$ cat src/rtl/stt_pkg.sv
// ----------------------------------------------------------------------------
// Source text tokenizer package
// Shared types, token kind codes, character codes and classification helpers.
// ----------------------------------------------------------------------------
package stt_pkg;

   // Token kinds as they appear on the result channel.
   localparam logic [4:0] KIND_NUMBER   = 5'd0;
   localparam logic [4:0] KIND_STRING   = 5'd1;
   localparam logic [4:0] KIND_LPAREN   = 5'd2;
   localparam logic [4:0] KIND_RPAREN   = 5'd3;
   localparam logic [4:0] KIND_COMMA    = 5'd4;
   localparam logic [4:0] KIND_SEMI     = 5'd5;
   localparam logic [4:0] KIND_PLUS     = 5'd6;
   localparam logic [4:0] KIND_MINUS    = 5'd7;
   localparam logic [4:0] KIND_STAR     = 5'd8;
   localparam logic [4:0] KIND_SLASH    = 5'd9;
   localparam logic [4:0] KIND_ARROW    = 5'd10;
   localparam logic [4:0] KIND_EQUAL    = 5'd11;
   localparam logic [4:0] KIND_BANG     = 5'd12;
   localparam logic [4:0] KIND_AMP      = 5'd13;
   localparam logic [4:0] KIND_PIPE     = 5'd14;
   localparam logic [4:0] KIND_GT       = 5'd15;
   localparam logic [4:0] KIND_LT       = 5'd16;
   localparam logic [4:0] KIND_RBRACKET = 5'd17;
   localparam logic [4:0] KIND_LBRACKET = 5'd18;
   localparam logic [4:0] KIND_RBRACE   = 5'd19;
   localparam logic [4:0] KIND_LBRACE   = 5'd20;
   localparam logic [4:0] KIND_KEYWORD  = 5'd21;
   localparam logic [4:0] KIND_IDENT    = 5'd22;
   localparam logic [4:0] KIND_NONE     = 5'd0;

   // Character codes.
   localparam logic [7:0] CHAR_NEWLINE    = 8'h0A;
   localparam logic [7:0] CHAR_QUOTE      = 8'h22;
   localparam logic [7:0] CHAR_GT         = 8'h3E;
   localparam logic [7:0] CHAR_UNDERSCORE = 8'h5F;
   localparam logic [7:0] CHAR_O          = 8'h6F;
   localparam logic [7:0] CHAR_U          = 8'h75;
   localparam logic [7:0] CHAR_T          = 8'h74;
   localparam logic [7:0] CHAR_P          = 8'h70;
   localparam logic [7:0] CHAR_EQUAL      = 8'h3D;

   // The keyword is six bytes long; the match counter reaches this on completion.
   localparam logic [2:0] KW_LEN = 3'd6;

   // Result queue between the lexer and the output stage.
   localparam int QUEUE_DEPTH    = 4;
   localparam int QUEUE_PTR_BITS = 2;
   localparam int QUEUE_CNT_BITS = 3;

   typedef enum logic [2:0] {
      MODE_IDLE,
      MODE_NUMBER,
      MODE_STRING,
      MODE_IDENT,
      MODE_EQUAL
   } mode_type;

   typedef struct packed {
      logic [7:0] in_char;
      logic       in_last;
   } req_type;

   typedef struct packed {
      logic [4:0]  token_kind;
      logic [15:0] token_line;
      logic [15:0] token_column;
      logic [31:0] token_offset;
      logic [15:0] token_length;
      logic        run_last;
   } rsp_type;

   // Everything one input byte produces: one or two results.
   typedef struct packed {
      logic    has_second;
      rsp_type first;
      rsp_type second;
   } pair_type;

   function automatic logic is_digit(input logic [7:0] c);
      return (c >= 8'h30) && (c <= 8'h39);
   endfunction

   function automatic logic is_alpha(input logic [7:0] c);
      return ((c >= 8'h61) && (c <= 8'h7A)) || ((c >= 8'h41) && (c <= 8'h5A));
   endfunction

   // Expected keyword byte at the given match position.
   function automatic logic [7:0] kw_char(input logic [2:0] idx);
      logic [7:0] c;
      unique case (idx)
         3'd1:    c = CHAR_U;
         3'd2:    c = CHAR_T;
         3'd3:    c = CHAR_P;
         3'd4:    c = CHAR_U;
         3'd5:    c = CHAR_T;
         default: c = CHAR_O;
      endcase
      return c;
   endfunction

   // Single-byte punctuation other than the equals sign; KIND_NONE otherwise.
   function automatic logic [4:0] punct_kind(input logic [7:0] c);
      logic [4:0] k;
      unique case (c)
         8'h28:   k = KIND_LPAREN;
         8'h29:   k = KIND_RPAREN;
         8'h2C:   k = KIND_COMMA;
         8'h3B:   k = KIND_SEMI;
         8'h2B:   k = KIND_PLUS;
         8'h2D:   k = KIND_MINUS;
         8'h2A:   k = KIND_STAR;
         8'h2F:   k = KIND_SLASH;
         8'h21:   k = KIND_BANG;
         8'h26:   k = KIND_AMP;
         8'h7C:   k = KIND_PIPE;
         8'h3E:   k = KIND_GT;
         8'h3C:   k = KIND_LT;
         8'h5D:   k = KIND_RBRACKET;
         8'h5B:   k = KIND_LBRACKET;
         8'h7D:   k = KIND_RBRACE;
         8'h7B:   k = KIND_LBRACE;
         default: k = KIND_NONE;
      endcase
      return k;
   endfunction

endpackage

$ cat src/rtl/stt_lexer.sv
// ----------------------------------------------------------------------------
// Source text tokenizer front end
// Classifies each byte, tracks position and builds the token records it causes.
// ----------------------------------------------------------------------------
module stt_lexer import stt_pkg::*; #(
   parameter int LINE_BITS   = 16,
   parameter int OFFSET_BITS = 32,
   parameter int LENGTH_BITS = 16
) (
   input  logic     clock,
   input  logic     reset,
   input  logic     accept,
   input  req_type  req_data,
   output logic     push,
   output pair_type push_data
);

   mode_type                 mode_ff, mode_in;
   logic [2:0]               km_ff, km_in;
   logic [LINE_BITS-1:0]     start_line_ff, start_line_in;
   logic [LINE_BITS-1:0]     start_col_ff, start_col_in;
   logic [OFFSET_BITS-1:0]   start_off_ff, start_off_in;
   logic [LENGTH_BITS-1:0]   len_ff, len_in;
   logic [LINE_BITS-1:0]     line_ff, line_in;
   logic [LINE_BITS-1:0]     col_ff, col_in;
   logic [OFFSET_BITS-1:0]   off_ff, off_in;

   logic                     consumed, in_string;
   logic                     close_v, punct_v, flush_v;
   logic [4:0]               close_kind, punct_k, flush_kind;
   logic [LENGTH_BITS-1:0]   close_len;
   logic                     ident_ch;
   rsp_type                  close_rec, punct_rec, flush_rec;

   function automatic rsp_type make_rec(input logic [4:0] kind,
                                        input logic [LINE_BITS-1:0] ln,
                                        input logic [LINE_BITS-1:0] col,
                                        input logic [OFFSET_BITS-1:0] off,
                                        input logic [LENGTH_BITS-1:0] len);
      rsp_type     r;
      logic [63:0] ln_w, col_w, off_w, len_w;
      ln_w  = 64'(ln);
      col_w = 64'(col);
      off_w = 64'(off);
      len_w = 64'(len);
      r.token_kind   = kind;
      r.token_line   = ln_w[15:0];
      r.token_column = col_w[15:0];
      r.token_offset = off_w[31:0];
      r.token_length = len_w[15:0];
      r.run_last     = 1'b0;
      return r;
   endfunction

   always_ff @(posedge clock) begin
      if (reset) begin
         mode_ff       <= MODE_IDLE;
         km_ff         <= '0;
         start_line_ff <= LINE_BITS'(1);
         start_col_ff  <= LINE_BITS'(1);
         start_off_ff  <= '0;
         len_ff        <= '0;
         line_ff       <= LINE_BITS'(1);
         col_ff        <= LINE_BITS'(1);
         off_ff        <= '0;
      end else if (accept) begin
         mode_ff       <= mode_in;
         km_ff         <= km_in;
         start_line_ff <= start_line_in;
         start_col_ff  <= start_col_in;
         start_off_ff  <= start_off_in;
         len_ff        <= len_in;
         line_ff       <= line_in;
         col_ff        <= col_in;
         off_ff        <= off_in;
      end
   end

   always_comb begin
      mode_in       = mode_ff;
      km_in         = km_ff;
      start_line_in = start_line_ff;
      start_col_in  = start_col_ff;
      start_off_in  = start_off_ff;
      len_in        = len_ff;
      consumed      = 1'b0;
      in_string     = 1'b0;
      close_v       = 1'b0;
      close_kind    = KIND_NUMBER;
      close_len     = len_ff;
      punct_v       = 1'b0;
      punct_k       = punct_kind(req_data.in_char);
      flush_v       = 1'b0;
      flush_kind    = KIND_NUMBER;
      ident_ch      = is_alpha(req_data.in_char) || is_digit(req_data.in_char) ||
                      (req_data.in_char == CHAR_UNDERSCORE);

      // Continue or close the pending token.
      unique case (mode_ff)
         MODE_NUMBER: begin
            if (is_digit(req_data.in_char)) begin
               consumed = 1'b1;
               len_in   = (len_ff == '1) ? len_ff : len_ff + LENGTH_BITS'(1);
            end else begin
               close_v    = 1'b1;
               close_kind = KIND_NUMBER;
               mode_in    = MODE_IDLE;
               km_in      = '0;
            end
         end
         MODE_STRING: begin
            consumed  = 1'b1;
            in_string = 1'b1;
            if (req_data.in_char == CHAR_QUOTE) begin
               close_v    = 1'b1;
               close_kind = KIND_STRING;
               mode_in    = MODE_IDLE;
               km_in      = '0;
            end else begin
               len_in = (len_ff == '1) ? len_ff : len_ff + LENGTH_BITS'(1);
            end
         end
         MODE_IDENT: begin
            if (ident_ch) begin
               consumed = 1'b1;
               len_in   = (len_ff == '1) ? len_ff : len_ff + LENGTH_BITS'(1);
               if ((km_ff != '0) && (km_ff < KW_LEN) &&
                   (req_data.in_char == kw_char(km_ff))) begin
                  km_in = km_ff + 3'd1;
                  if (km_in == KW_LEN) begin
                     close_v    = 1'b1;
                     close_kind = KIND_KEYWORD;
                     close_len  = LENGTH_BITS'(KW_LEN);
                     len_in     = LENGTH_BITS'(KW_LEN);
                     mode_in    = MODE_IDLE;
                     km_in      = '0;
                  end
               end else begin
                  km_in = '0;
               end
            end else begin
               close_v    = 1'b1;
               close_kind = KIND_IDENT;
               mode_in    = MODE_IDLE;
               km_in      = '0;
            end
         end
         MODE_EQUAL: begin
            close_v = 1'b1;
            mode_in = MODE_IDLE;
            km_in   = '0;
            if (req_data.in_char == CHAR_GT) begin
               consumed   = 1'b1;
               close_kind = KIND_ARROW;
               close_len  = LENGTH_BITS'(2);
               len_in     = LENGTH_BITS'(2);
            end else begin
               close_kind = KIND_EQUAL;
            end
         end
         default: begin
            mode_in = MODE_IDLE;
         end
      endcase

      // The byte on its own: start a token or emit punctuation.
      if (!consumed) begin
         if (is_digit(req_data.in_char)) begin
            start_line_in = line_ff;
            start_col_in  = col_ff;
            start_off_in  = off_ff;
            len_in        = LENGTH_BITS'(1);
            mode_in       = MODE_NUMBER;
         end else if (req_data.in_char == CHAR_QUOTE) begin
            start_line_in = line_ff;
            start_col_in  = col_ff;
            start_off_in  = (off_ff == '1) ? off_ff : off_ff + OFFSET_BITS'(1);
            len_in        = '0;
            mode_in       = MODE_STRING;
         end else if (req_data.in_char == CHAR_EQUAL) begin
            start_line_in = line_ff;
            start_col_in  = col_ff;
            start_off_in  = off_ff;
            len_in        = LENGTH_BITS'(1);
            mode_in       = MODE_EQUAL;
         end else if (ident_ch) begin
            start_line_in = line_ff;
            start_col_in  = col_ff;
            start_off_in  = off_ff;
            len_in        = LENGTH_BITS'(1);
            km_in         = (req_data.in_char == CHAR_O) ? 3'd1 : 3'd0;
            mode_in       = MODE_IDENT;
         end else begin
            punct_v = (punct_k != KIND_NONE);
         end
      end

      // Position counters; a newline inside a string only moves the column.
      if ((req_data.in_char == CHAR_NEWLINE) && !in_string) begin
         line_in = (line_ff == '1) ? line_ff : line_ff + LINE_BITS'(1);
         col_in  = LINE_BITS'(1);
      end else begin
         line_in = line_ff;
         col_in  = (col_ff == '1) ? col_ff : col_ff + LINE_BITS'(1);
      end
      off_in = (off_ff == '1) ? off_ff : off_ff + OFFSET_BITS'(1);

      // Final byte: flush whatever is pending, then start a fresh source.
      if (req_data.in_last) begin
         flush_v = (mode_in != MODE_IDLE);
         unique case (mode_in)
            MODE_STRING: flush_kind = KIND_STRING;
            MODE_IDENT:  flush_kind = KIND_IDENT;
            MODE_EQUAL:  flush_kind = KIND_EQUAL;
            default:     flush_kind = KIND_NUMBER;
         endcase
      end

      close_rec = make_rec(close_kind, start_line_ff, start_col_ff, start_off_ff, close_len);
      punct_rec = make_rec(punct_k, line_ff, col_ff, off_ff, LENGTH_BITS'(1));
      flush_rec = make_rec(flush_kind, start_line_in, start_col_in, start_off_in, len_in);

      if (req_data.in_last) begin
         mode_in       = MODE_IDLE;
         km_in         = '0;
         start_line_in = LINE_BITS'(1);
         start_col_in  = LINE_BITS'(1);
         start_off_in  = '0;
         len_in        = '0;
         line_in       = LINE_BITS'(1);
         col_in        = LINE_BITS'(1);
         off_in        = '0;
      end

      // Order the results: closing token, then punctuation, then flush.
      push_data.has_second = 1'b0;
      push_data.first      = close_rec;
      push_data.second     = punct_v ? punct_rec : flush_rec;
      if (close_v) begin
         push_data.has_second = punct_v || flush_v;
      end else if (punct_v) begin
         push_data.first = punct_rec;
      end else begin
         push_data.first = flush_rec;
      end
      push_data.first.run_last  = !push_data.has_second;
      push_data.second.run_last = 1'b1;
      push = accept && (close_v || punct_v || flush_v);
   end

   a_km_only_in_ident: assert property (@(posedge clock) disable iff (reset)
      (mode_ff != MODE_IDENT) |-> (km_ff == '0))
      else $error("keyword match held outside an identifier");

endmodule

$ cat src/rtl/stt_queue.sv
// ----------------------------------------------------------------------------
// Source text tokenizer result queue
// Short queue of result pairs between the lexer and the output stage.
// ----------------------------------------------------------------------------
module stt_queue import stt_pkg::*; (
   input  logic     clock,
   input  logic     reset,
   input  logic     push,
   input  pair_type push_data,
   input  logic     pop,
   output logic     full,
   output logic     valid,
   output pair_type head
);

   pair_type                  entry_ff [QUEUE_DEPTH];
   logic [QUEUE_PTR_BITS-1:0] wr_ptr_ff, rd_ptr_ff;
   logic [QUEUE_CNT_BITS-1:0] count_ff;
   logic                      do_pop;

   assign full   = (count_ff == QUEUE_CNT_BITS'(QUEUE_DEPTH));
   assign valid  = (count_ff != '0);
   assign head   = entry_ff[rd_ptr_ff];
   assign do_pop = pop && valid;

   always_ff @(posedge clock) begin
      if (push) begin
         entry_ff[wr_ptr_ff] <= push_data;
      end
   end

   always_ff @(posedge clock) begin
      if (reset) begin
         wr_ptr_ff <= '0;
         rd_ptr_ff <= '0;
         count_ff  <= '0;
      end else begin
         if (push) begin
            wr_ptr_ff <= wr_ptr_ff + QUEUE_PTR_BITS'(1);
         end
         if (do_pop) begin
            rd_ptr_ff <= rd_ptr_ff + QUEUE_PTR_BITS'(1);
         end
         if (push && !do_pop) begin
            count_ff <= count_ff + QUEUE_CNT_BITS'(1);
         end else if (do_pop && !push) begin
            count_ff <= count_ff - QUEUE_CNT_BITS'(1);
         end
      end
   end

   a_no_overflow: assert property (@(posedge clock) disable iff (reset)
      push |-> !full)
      else $error("result queue written while full");

   a_count_bound: assert property (@(posedge clock) disable iff (reset)
      count_ff <= QUEUE_CNT_BITS'(QUEUE_DEPTH))
      else $error("result queue count out of range");

endmodule

$ cat src/rtl/stt_drain.sv
// ----------------------------------------------------------------------------
// Source text tokenizer output stage
// Takes result pairs from the queue and presents them one transfer at a time.
// ----------------------------------------------------------------------------
module stt_drain import stt_pkg::*; (
   input  logic     clock,
   input  logic     reset,
   input  logic     q_valid,
   input  pair_type q_head,
   output logic     q_pop,
   input  logic     rsp_pop,
   output logic     rsp_empty,
   output rsp_type  rsp_data
);

   rsp_type    rec0_ff, rec0_in;
   rsp_type    rec1_ff, rec1_in;
   logic [1:0] cnt_ff, cnt_in;
   logic       pop_ok;

   assign rsp_empty = (cnt_ff == 2'd0);
   assign rsp_data  = rec0_ff;
   assign pop_ok    = rsp_pop && !rsp_empty;
   assign q_pop     = q_valid && ((cnt_ff == 2'd0) || (pop_ok && (cnt_ff == 2'd1)));

   always_comb begin
      rec0_in = rec0_ff;
      rec1_in = rec1_ff;
      cnt_in  = cnt_ff;
      if (q_pop) begin
         rec0_in = q_head.first;
         rec1_in = q_head.second;
         cnt_in  = q_head.has_second ? 2'd2 : 2'd1;
      end else if (pop_ok) begin
         rec0_in = rec1_ff;
         cnt_in  = cnt_ff - 2'd1;
      end
   end

   always_ff @(posedge clock) begin
      rec0_ff <= rec0_in;
      rec1_ff <= rec1_in;
   end

   always_ff @(posedge clock) begin
      if (reset) begin
         cnt_ff <= 2'd0;
      end else begin
         cnt_ff <= cnt_in;
      end
   end

   a_single_marks_last: assert property (@(posedge clock) disable iff (reset)
      (cnt_ff == 2'd1) |-> rec0_ff.run_last)
      else $error("final result of a byte not marked");

   a_pair_first_not_last: assert property (@(posedge clock) disable iff (reset)
      (cnt_ff == 2'd2) |-> (!rec0_ff.run_last && rec1_ff.run_last))
      else $error("result pair marked out of order");

endmodule

$ cat src/rtl/source_text_tokenizer_top.sv
// ----------------------------------------------------------------------------
// Source text tokenizer
// Streaming lexer: source bytes in, token records out, with position tracking.
// ----------------------------------------------------------------------------
// Source bytes enter on the req_ channel, which behaves as a queue: a byte is
// transferred at a rising edge with req_push high and req_full low. Token
// records leave on the rsp_ channel, also seen as a queue: the oldest record is
// on rsp_data while rsp_empty is low and is transferred when rsp_pop is high.
// One byte is taken in every cycle while the result queue has room. A byte can
// cause none, one or two records; run_last marks the final record of a byte.
// A record passes through the result queue and then the output stage register
// before it appears on rsp_data, where it can be transferred out.
// The output stage issues at most one record per cycle, so a byte that causes
// two records holds the result side for both transfers; that single output port
// sets the sustained rate when many bytes yield pairs.
// When the receiver stalls, up to four result pairs wait in the queue plus one
// pair in the output stage; after that req_full rises and input stalls.
// Reset clears the scanner to the start of a source (line 1, column 1, offset 0)
// and empties the queue. A byte with in_last set flushes any pending token and
// returns the scanner to the same starting point.
// ----------------------------------------------------------------------------
module source_text_tokenizer_top import stt_pkg::*; #(
   parameter int LINE_BITS   = 16,
   parameter int OFFSET_BITS = 32,
   parameter int LENGTH_BITS = 16
) (
   input  logic    clock,
   input  logic    reset,
   input  logic    req_push,
   output logic    req_full,
   input  req_type req_data,
   output logic    rsp_empty,
   input  logic    rsp_pop,
   output rsp_type rsp_data
);

   logic     accept;
   logic     lex_push;
   pair_type lex_pair;
   logic     q_valid;
   logic     q_pop;
   pair_type q_head;

   // A byte is transferred whenever the queue can take the records it may cause.
   assign accept = req_push && !req_full;

   // Front end: classification, position counters and token assembly.
   stt_lexer #(
      .LINE_BITS  (LINE_BITS),
      .OFFSET_BITS(OFFSET_BITS),
      .LENGTH_BITS(LENGTH_BITS)
   ) u_lexer (
      .clock    (clock),
      .reset    (reset),
      .accept   (accept),
      .req_data (req_data),
      .push     (lex_push),
      .push_data(lex_pair)
   );

   // Decoupling queue: lets the lexer run on while the receiver is stalled.
   stt_queue u_queue (
      .clock    (clock),
      .reset    (reset),
      .push     (lex_push),
      .push_data(lex_pair),
      .pop      (q_pop),
      .full     (req_full),
      .valid    (q_valid),
      .head     (q_head)
   );

   // Back end: splits each pair into single transfers from registers.
   stt_drain u_drain (
      .clock    (clock),
      .reset    (reset),
      .q_valid  (q_valid),
      .q_head   (q_head),
      .q_pop    (q_pop),
      .rsp_pop  (rsp_pop),
      .rsp_empty(rsp_empty),
      .rsp_data (rsp_data)
   );

endmodule

$ cat config.mk
export PLATFORM = sky130hd
export DESIGN_NAME = source_text_tokenizer_top
export DESIGN_NICKNAME = d
export VERILOG_FILES = /design/src/rtl/stt_pkg.sv /design/src/rtl/stt_lexer.sv /design/src/rtl/stt_queue.sv /design/src/rtl/stt_drain.sv /design/src/rtl/source_text_tokenizer_top.sv
export SDC_FILE = /design/constraint.sdc
export NUM_CORES = 1
export LEC_CHECK = 0
export BUFFER_PORTS_ARGS = -buffer_cell sky130_fd_sc_hd__buf_4
export CORE_UTILIZATION = 59
export CTS_BUF_LIST = sky130_fd_sc_hd__clkbuf_2
export DETAILED_ROUTE_END_ITERATION = 10
export PLACE_DENSITY_LB_ADDON = 0.08
export SYNTH_ARGS = -nofsm -noshare
export SYNTH_HDL_FRONTEND = slang
export SYNTH_SLANG_ARGS = --single-unit
$ cat constraint.sdc
create_clock -name clock -period 8.1 [get_ports clock]
set_clock_uncertainty 0.1 [all_clocks]
set_input_delay 1.62 -clock clock [delete_from_list [all_inputs] [get_ports clock]]
set_output_delay 1.62 -clock clock [all_outputs]
set_load 0.03 [all_outputs]
==> results.py, run 1 <==
metrics = {
    "placed_design": {
        "io_buffer_count": 100,
        "gp_congestion": 0.9007,
        "pre_cts_ws_ps": 1612,
        "hpwlAfterDp_um": 56900,
    },
    "route": {
        "vias_per_cell": 6.284,
        "drt-pass1-iter-count": 6,
        "dr_total_vias": 25750,
        "drt_wl_total_um": 97120,
        "ant_nets": 0,
        "drcViolationCount": 0,
        "wl_per_cell_um": 23.70,
        "drt-initial-drc-count": 2550,
    },
    "clocking": {
        "cts_setup_buffers": 0,
        "clkSinkCount": 1020,
        "htreeDepth": 4,
        "cts_buffer_depth": 3,
        "clk_latency_ps": 1440,
        "cts_inserted_buffers": 241,
        "root_buffer": "clkbuf_2",
        "cts_resized": 0,
        "hold_buffers": 0,
        "cts_tree": "done",
        "clkTransAtPathRegs_ps": 100,
    },
    "sta": {
        "worst_pin_slew_ps": 1271,
        "setup_tns_ps": 0,
        "final-setup-viol-count": 0,
        "fin_crit_sh_pct": 63.67,
        "min_period_ps": 5157,
        "rsz0062_at_grt": "false",
        "hold_ws_ps": 381.9,
        "slew_viol_final": 0,
        "fin_ws_ps": 2943,
        "max_freq_mhz": 193.9,
        "hold_viol": 0,
        "slew_headroom_pct": 15.05,
    },
    "grt": {
        "grt_pass1_vias": 26160,
        "grt_use_total_pct": 26.70,
        "antenna_found_initial": 2,
        "grt_overflow": 0,
        "grt_max_degree": 84,
        "grt_pass1_wl_um": 149800,
    },
    "power_and_ir_drop": {
        "finalPower_mw": 13.17,
        "p_leak_nw": 15.95,
        "p_per_area_nw_per_um2": 281.5,
        "peakVddDrop_mv": 0.1664,
    },
    "logic_synthesis": {
        "async_reset_ff_share_pct": 0,
        "synth_top_area_cell": "edfxtp_1",
        "postSynthCellCount": 2738,
        "synth.distinct_cells": 99,
        "synth_fp_nets": 2769,
        "synth_top_area_share_pct": 60.14,
        "synth.avg_cell_area_um2": 15.66,
        "synth-main-ff-cell": "edfxtp_1",
        "synth-seq-cells": 1020,
        "synth-seq-area-share_pct": 67.66,
        "syn-cell-area_um2": 42890,
        "synth_top_cells_by_area": "edfxtp_1, mux4_2, dfxtp_1",
        "yosys_warnings": 0,
        "synth_edf_count": 859,
    },
    "floorplan": {
        "start_util_pct": 59.79,
        "core_um2": 71730,
        "dieArea_um2": 73770,
        "die_y_um": 271.6,
        "die_x_um": 271.6,
        "io_pins": 101,
        "rows": 98,
    },
    "setup_path": {
        "path_max_fanout": 21,
        "r2r_slack_ps": 3120,
        "timing.rr.start": "u_lexer.mode_ff[1]$_SDFFE_PP0P_",
        "cp.arrival_ps": 6180,
        "critical_path_class": "in -> reg",
        "worst_ep_required_time_ps": 9120,
        "reg2reg_depth": 9,
        "crit_start": "req_data[6]",
        "timing.critical_path.from_type": "primary input",
        "cp-end-kind": "register",
    },
    "min_path": {
        "holdPathStages": 2,
        "worstHoldStart": "u_lexer.start_off_ff[5]$_SDFFE_PP0P_",
        "hold_class": "reg -> reg",
    },
    "status": {
        "status": "complete, no violations",
    },
    "layout": {
        "syn_to_final_growth_pct": 9.079,
        "multi_input_area_um2": 13050,
        "fin_nets": 2967,
        "drive_gt1_share_pct": 29.82,
        "fillers": 5218,
        "register_area_um2": 29030,
    },
    "run": {
        "maxCapViolCount": 0,
    },
}
-- through the flow --
step	area (um^2)	util, %	std cells
after global placement	44510	62.05	3643
after detailed placement	44510	62.05	3643
after CTS	46780	65.21	4096
final	46780	65.22	4098
after global routing	46780	65.22	4098
after floorplan	42890	-	2738
-- routing by layer --
layer  wire length, um  GRT usage, %
met1             41000         35.62
met2             48020         43.82
met3              6035         5.343
met4              2067         9.743
met5                 0             0
-- cells by family after synthesis --
| group | count (synthesis) | share of synthesized area (%) |
|---|---|---|
| AOI/OAI and AO/OA | 498 | 8.014 |
| xor gates and xnor gates | 28 | 0.5718 |
| adders and majority gates | 18 | 0.5426 |
| buffers and inverters | 211 | 2.086 |
| DFF | 1020 | 67.66 |
| muxes | 355 | 14.03 |
| and+or+nand+nor | 608 | 7.098 |
-- synthesized netlist by cell type, types with 16 or more instances --
| cell | n |
|---|---|
| a21oi_1 | 122 |
| a22o_1 | 18 |
| a22oi_1 | 51 |
| a31oi_1 | 24 |
| and2_1 | 17 |
| and3_1 | 18 |
| buf_1 | 35 |
| buf_2 | 27 |
| clkbuf_1 | 109 |
| dfxtp_1 | 161 |
| edfxtp_1 | 859 |
| ha_1 | 17 |
| inv_1 | 27 |
| mux2_2 | 148 |
| mux2_4 | 25 |
| mux4_2 | 172 |
| nand2_1 | 141 |
| nand3_1 | 58 |
| nand4_1 | 23 |
| nor2_1 | 199 |
| nor3_1 | 37 |
| o21ai_0 | 92 |
| or3_1 | 23 |
| xor2_1 | 16 |
-- state kept, by name, summed over array words and instances (netlist names), named ones only --
name,flops
u_lexer.start_off_ff,32
u_lexer.line_ff,16
u_drain.rec1_ff,85
u_queue.entry_ff,688
u_lexer.len_ff,16
u_lexer.off_ff,32
u_queue.wr_ptr_ff,2
u_queue.count_ff,3
u_lexer.col_ff,16
u_lexer.start_line_ff,16
u_lexer.mode_ff,3
u_lexer.km_ff,3
u_queue.rd_ptr_ff,2
u_drain.cnt_ff,2
u_drain.rsp_data,86
u_lexer.start_col_ff,16
-- where the power goes --
group | switching [mW] | internal, mW
sequential | 0.232 | 6.55
combinational | 1.85 | 1.26
clock | 1.98 | 1.30
total | 4.07 | 9.10
-- cells in the final DEF, fill, tap and decap left out, drive strengths merged, types with 13 or more instances in the layout --
cell     count
edfxtp     859
clkbuf     381
nor2       200
mux2       174
mux4       172
dfxtp      161
nand2      141
buf        138
a21oi      123
o21ai       99
clkinv      64
nand3       59
a22oi       52
nor3        39
inv         33
a31oi       25
nand4       23
or3         23
and2        19
and3        18
a22o        18
ha          17
xor2        16
and4        15
a2bb2oi     14
a21o        13
o22ai       13
-- worst paths after layout --
| path | endpoint |
|---|---|
| max | u_queue.entry_ff[3][119]$_DFFE_PP_ |
| min reg2reg | u_lexer.start_off_ff[5]$_SDFFE_PP0P_ |
| min | u_lexer.start_off_ff[5]$_SDFFE_PP0P_ |
| max reg2reg | u_queue.entry_ff[1][104]$_DFFE_PP_ |
-- area by class of cell --
cell class              count  share of cell area, %
flip-flops and latches   1020                  62.04
multi-input cells        1507                  27.88
clock buffers             381                  4.076
well taps                 950                  2.541
repair buffers            138                  2.428
clock inverters            72                 0.7756
inverters                  28                 0.2407
diodes                      2                0.01070
-- worst max-delay path, stage by stage --
cell      delay [ps]
buf_4            160
nor4bb_1        1020
nand2_1          340
and2_1           400
nand3_1          480
nand3_1         1020
and3_1           550
o22a_1           250
mux2_2           320
Note: power is estimated with default switching activity, not from simulation.
==> run 2: changes to the inputs <==
- clock period: 8.1 -> 4.25 ns (I/O delays scaled with it)
==> run 2 against run 1 <==
  * Final cell count grew 3.7%
  * Power rose by 95%
  * Global-route usage grew 1.5 points
  * Largest cell class unchanged
  * Combinational power is 100% higher
  * Clock-buffer cell count decreased by 1
  * Via count is 2.1% higher
  * Setup slack worse by 2700 ps
  * Sequential cell count unchanged
  * Sequential share of layout area is 2.3 points lower
  * Largest power group unchanged
  * First-iteration DRC count is 17% lower
  * Cell area up 3.8%
  * Critical path depth increased by 6
==> results.py, run 2 (synthesis gave the netlist of run 1 again) <==
metrics = {
    "setup_path": {
        "reg2reg_depth": 15,
        "critical_path_class": "reg -> reg",
        "r2r-end": "u_queue.count_ff[2]$_SDFFE_PP0P_",
        "path_max_fanout": 7,
        "worst_ep_required_time_ps": 5530,
        "endpoint": "u_queue.count_ff[2]$_SDFFE_PP0P_",
        "crit_start": "u_lexer.km_ff[0]$_SDFFE_PP0P_",
        "timing.critical_path.from_type": "register",
        "r2r_slack_ps": 260,
        "cp-end-kind": "register",
        "cp.arrival_ps": 5270,
        "timing.rr.start": "u_lexer.km_ff[0]$_SDFFE_PP0P_",
    },
    "sta": {
        "rsz0062_at_grt": "false",
        "worst_pin_slew_ps": 1106,
        "min_period_ps": 3987,
        "fin_crit_sh_pct": 93.82,
        "max_freq_mhz": 250.8,
        "final-setup-viol-count": 0,
        "slew_viol_final": 0,
        "hold_viol": 0,
        "hold_ws_ps": 196.4,
        "setup_tns_ps": 0,
        "fin_ws_ps": 262.5,
        "slew_headroom_pct": 26.18,
    },
    "min_path": {
        "hold_class": "in -> reg",
        "worstHoldStart": "req_data[8]",
    },
    "placed_design": {
        "hpwlAfterDp_um": 64680,
        "dp.cells": 3787,
        "pre_cts_ws_ps": -93.89,
        "gp_congestion": 0.9038,
        "io_buffer_count": 100,
        "place_area_um2": 46140,
    },
    "grt": {
        "grt_max_degree": 65,
        "grt_pass1_vias": 27040,
        "grt_overflow": 0,
        "grt_pass1_wl_um": 157100,
        "antenna_found_initial": 2,
        "grt_use_total_pct": 28.20,
    },
    "power_and_ir_drop": {
        "p_per_area_nw_per_um2": 528.3,
        "peakVddDrop_mv": 0.4590,
        "finalPower_mw": 25.66,
        "p_leak_nw": 16.90,
    },
    "run": {
        "maxCapViolCount": 0,
    },
    "layout": {
        "syn_to_final_growth_pct": 13.26,
        "drive_gt1_share_pct": 32.99,
        "top_register": "u_queue.entry_ff",
        "final_common_cell": "edfxtp_1",
        "finalNonFillerCells": 4250,
        "layout_common_cells": "edfxtp_1, clkbuf_2, buf_4",
        "largest_reg_flops": 688,
        "final_core_util_pct": 67.72,
        "postLayoutCellArea_um2": 48580,
        "fin_nets": 3117,
    },
    "floorplan": {
        "die_y_um": 271.6,
        "dieArea_um2": 73770,
        "io_pins": 101,
        "core_um2": 71730,
        "die_x_um": 271.6,
        "rows": 98,
        "start_util_pct": 59.79,
    },
    "clocking": {
        "cts_buffer_depth": 3,
        "clk_latency_ps": 1490,
        "cts_inserted_buffers": 239,
        "cts_tree": "done",
        "clkSinkCount": 1020,
        "clkTransAtPathRegs_ps": 110,
        "cts_setup_buffers": 0,
        "root_buffer": "clkbuf_2",
        "htreeDepth": 4,
    },
    "route": {
        "drt_wl_total_um": 102300,
        "drt-initial-drc-count": 2108,
        "drt-pass1-iter-count": 6,
        "ant_nets": 0,
        "wl_per_cell_um": 24.08,
        "dr_total_vias": 26280,
        "vias_per_cell": 6.184,
        "drcViolationCount": 0,
    },
    "status": {
        "status": "complete, no violations",
    },
}
==> run 2: area by class of cell <==
class / count / area, um^2
antenna: 5 / 12.51
timing repair buffer: 290 / 2810
clock buffer: 380 / 1902
inverter: 28 / 112.6
sequential: 1020 / 29030
fill: 5107 / 23160
tap: 950 / 1189
clock inverter: 70 / 439.2
multi-input combinational: 1507 / 13090
==> run 2: worst min path at each step <==
stage | end | slack [ps] | cells past startpoint
after CTS | u_lexer.km_ff[2]$_SDFFE_PP0P_ | 80 | 7
final | u_lexer.km_ff[2]$_SDFFE_PP0P_ | 200 | 7
after floorplan | u_lexer.start_off_ff[10]$_SDFFE_PP0P_ | 330 | 2
after global routing | u_lexer.km_ff[2]$_SDFFE_PP0P_ | 190 | 7
after global placement | u_lexer.start_off_ff[1]$_SDFFE_PP0P_ | 360 | 2
after detailed placement | u_lexer.start_off_ff[1]$_SDFFE_PP0P_ | 360 | 2
==> run 2: per-layer routing <==
layer  track usage [%]  up-vias  part of all wire (%)
li1                  -    11780                     -
met1             38.04    13360                    42
met2             46.82      995                    50
met3             5.130      151                   6.2
met4             8.959        0                   1.9
met5                 0        -                     0
==> run 2: critical path: stages, from the launching register on <==
cell and delay [ps]:
dfxtp_1 460, inv_1 100, ha_1 250, and2_1 190
o31a_1 290, o2111a_2 310, a21oi_1 240, a211oi_1 100
or2_4 250, a31oi_4 300, ha_1 230, inv_1 60
fa_1 370, xor2_1 170, or3_1 310, a21oi_1 140
==> run 2: timing repair <==
item / in CTS / in global routing
hold buffers: 8 / 0
gates resized for setup: 0 / 0
hold endpoints to repair: 100 / 0
==> run 2: power by group <==
group | switching (mW) | internal, mW | total [mW]
Clock | 3.78 | 2.66 | 6.44
Sequential | 0.464 | 12.5 | 12.9
Combinational | 3.64 | 2.65 | 6.29
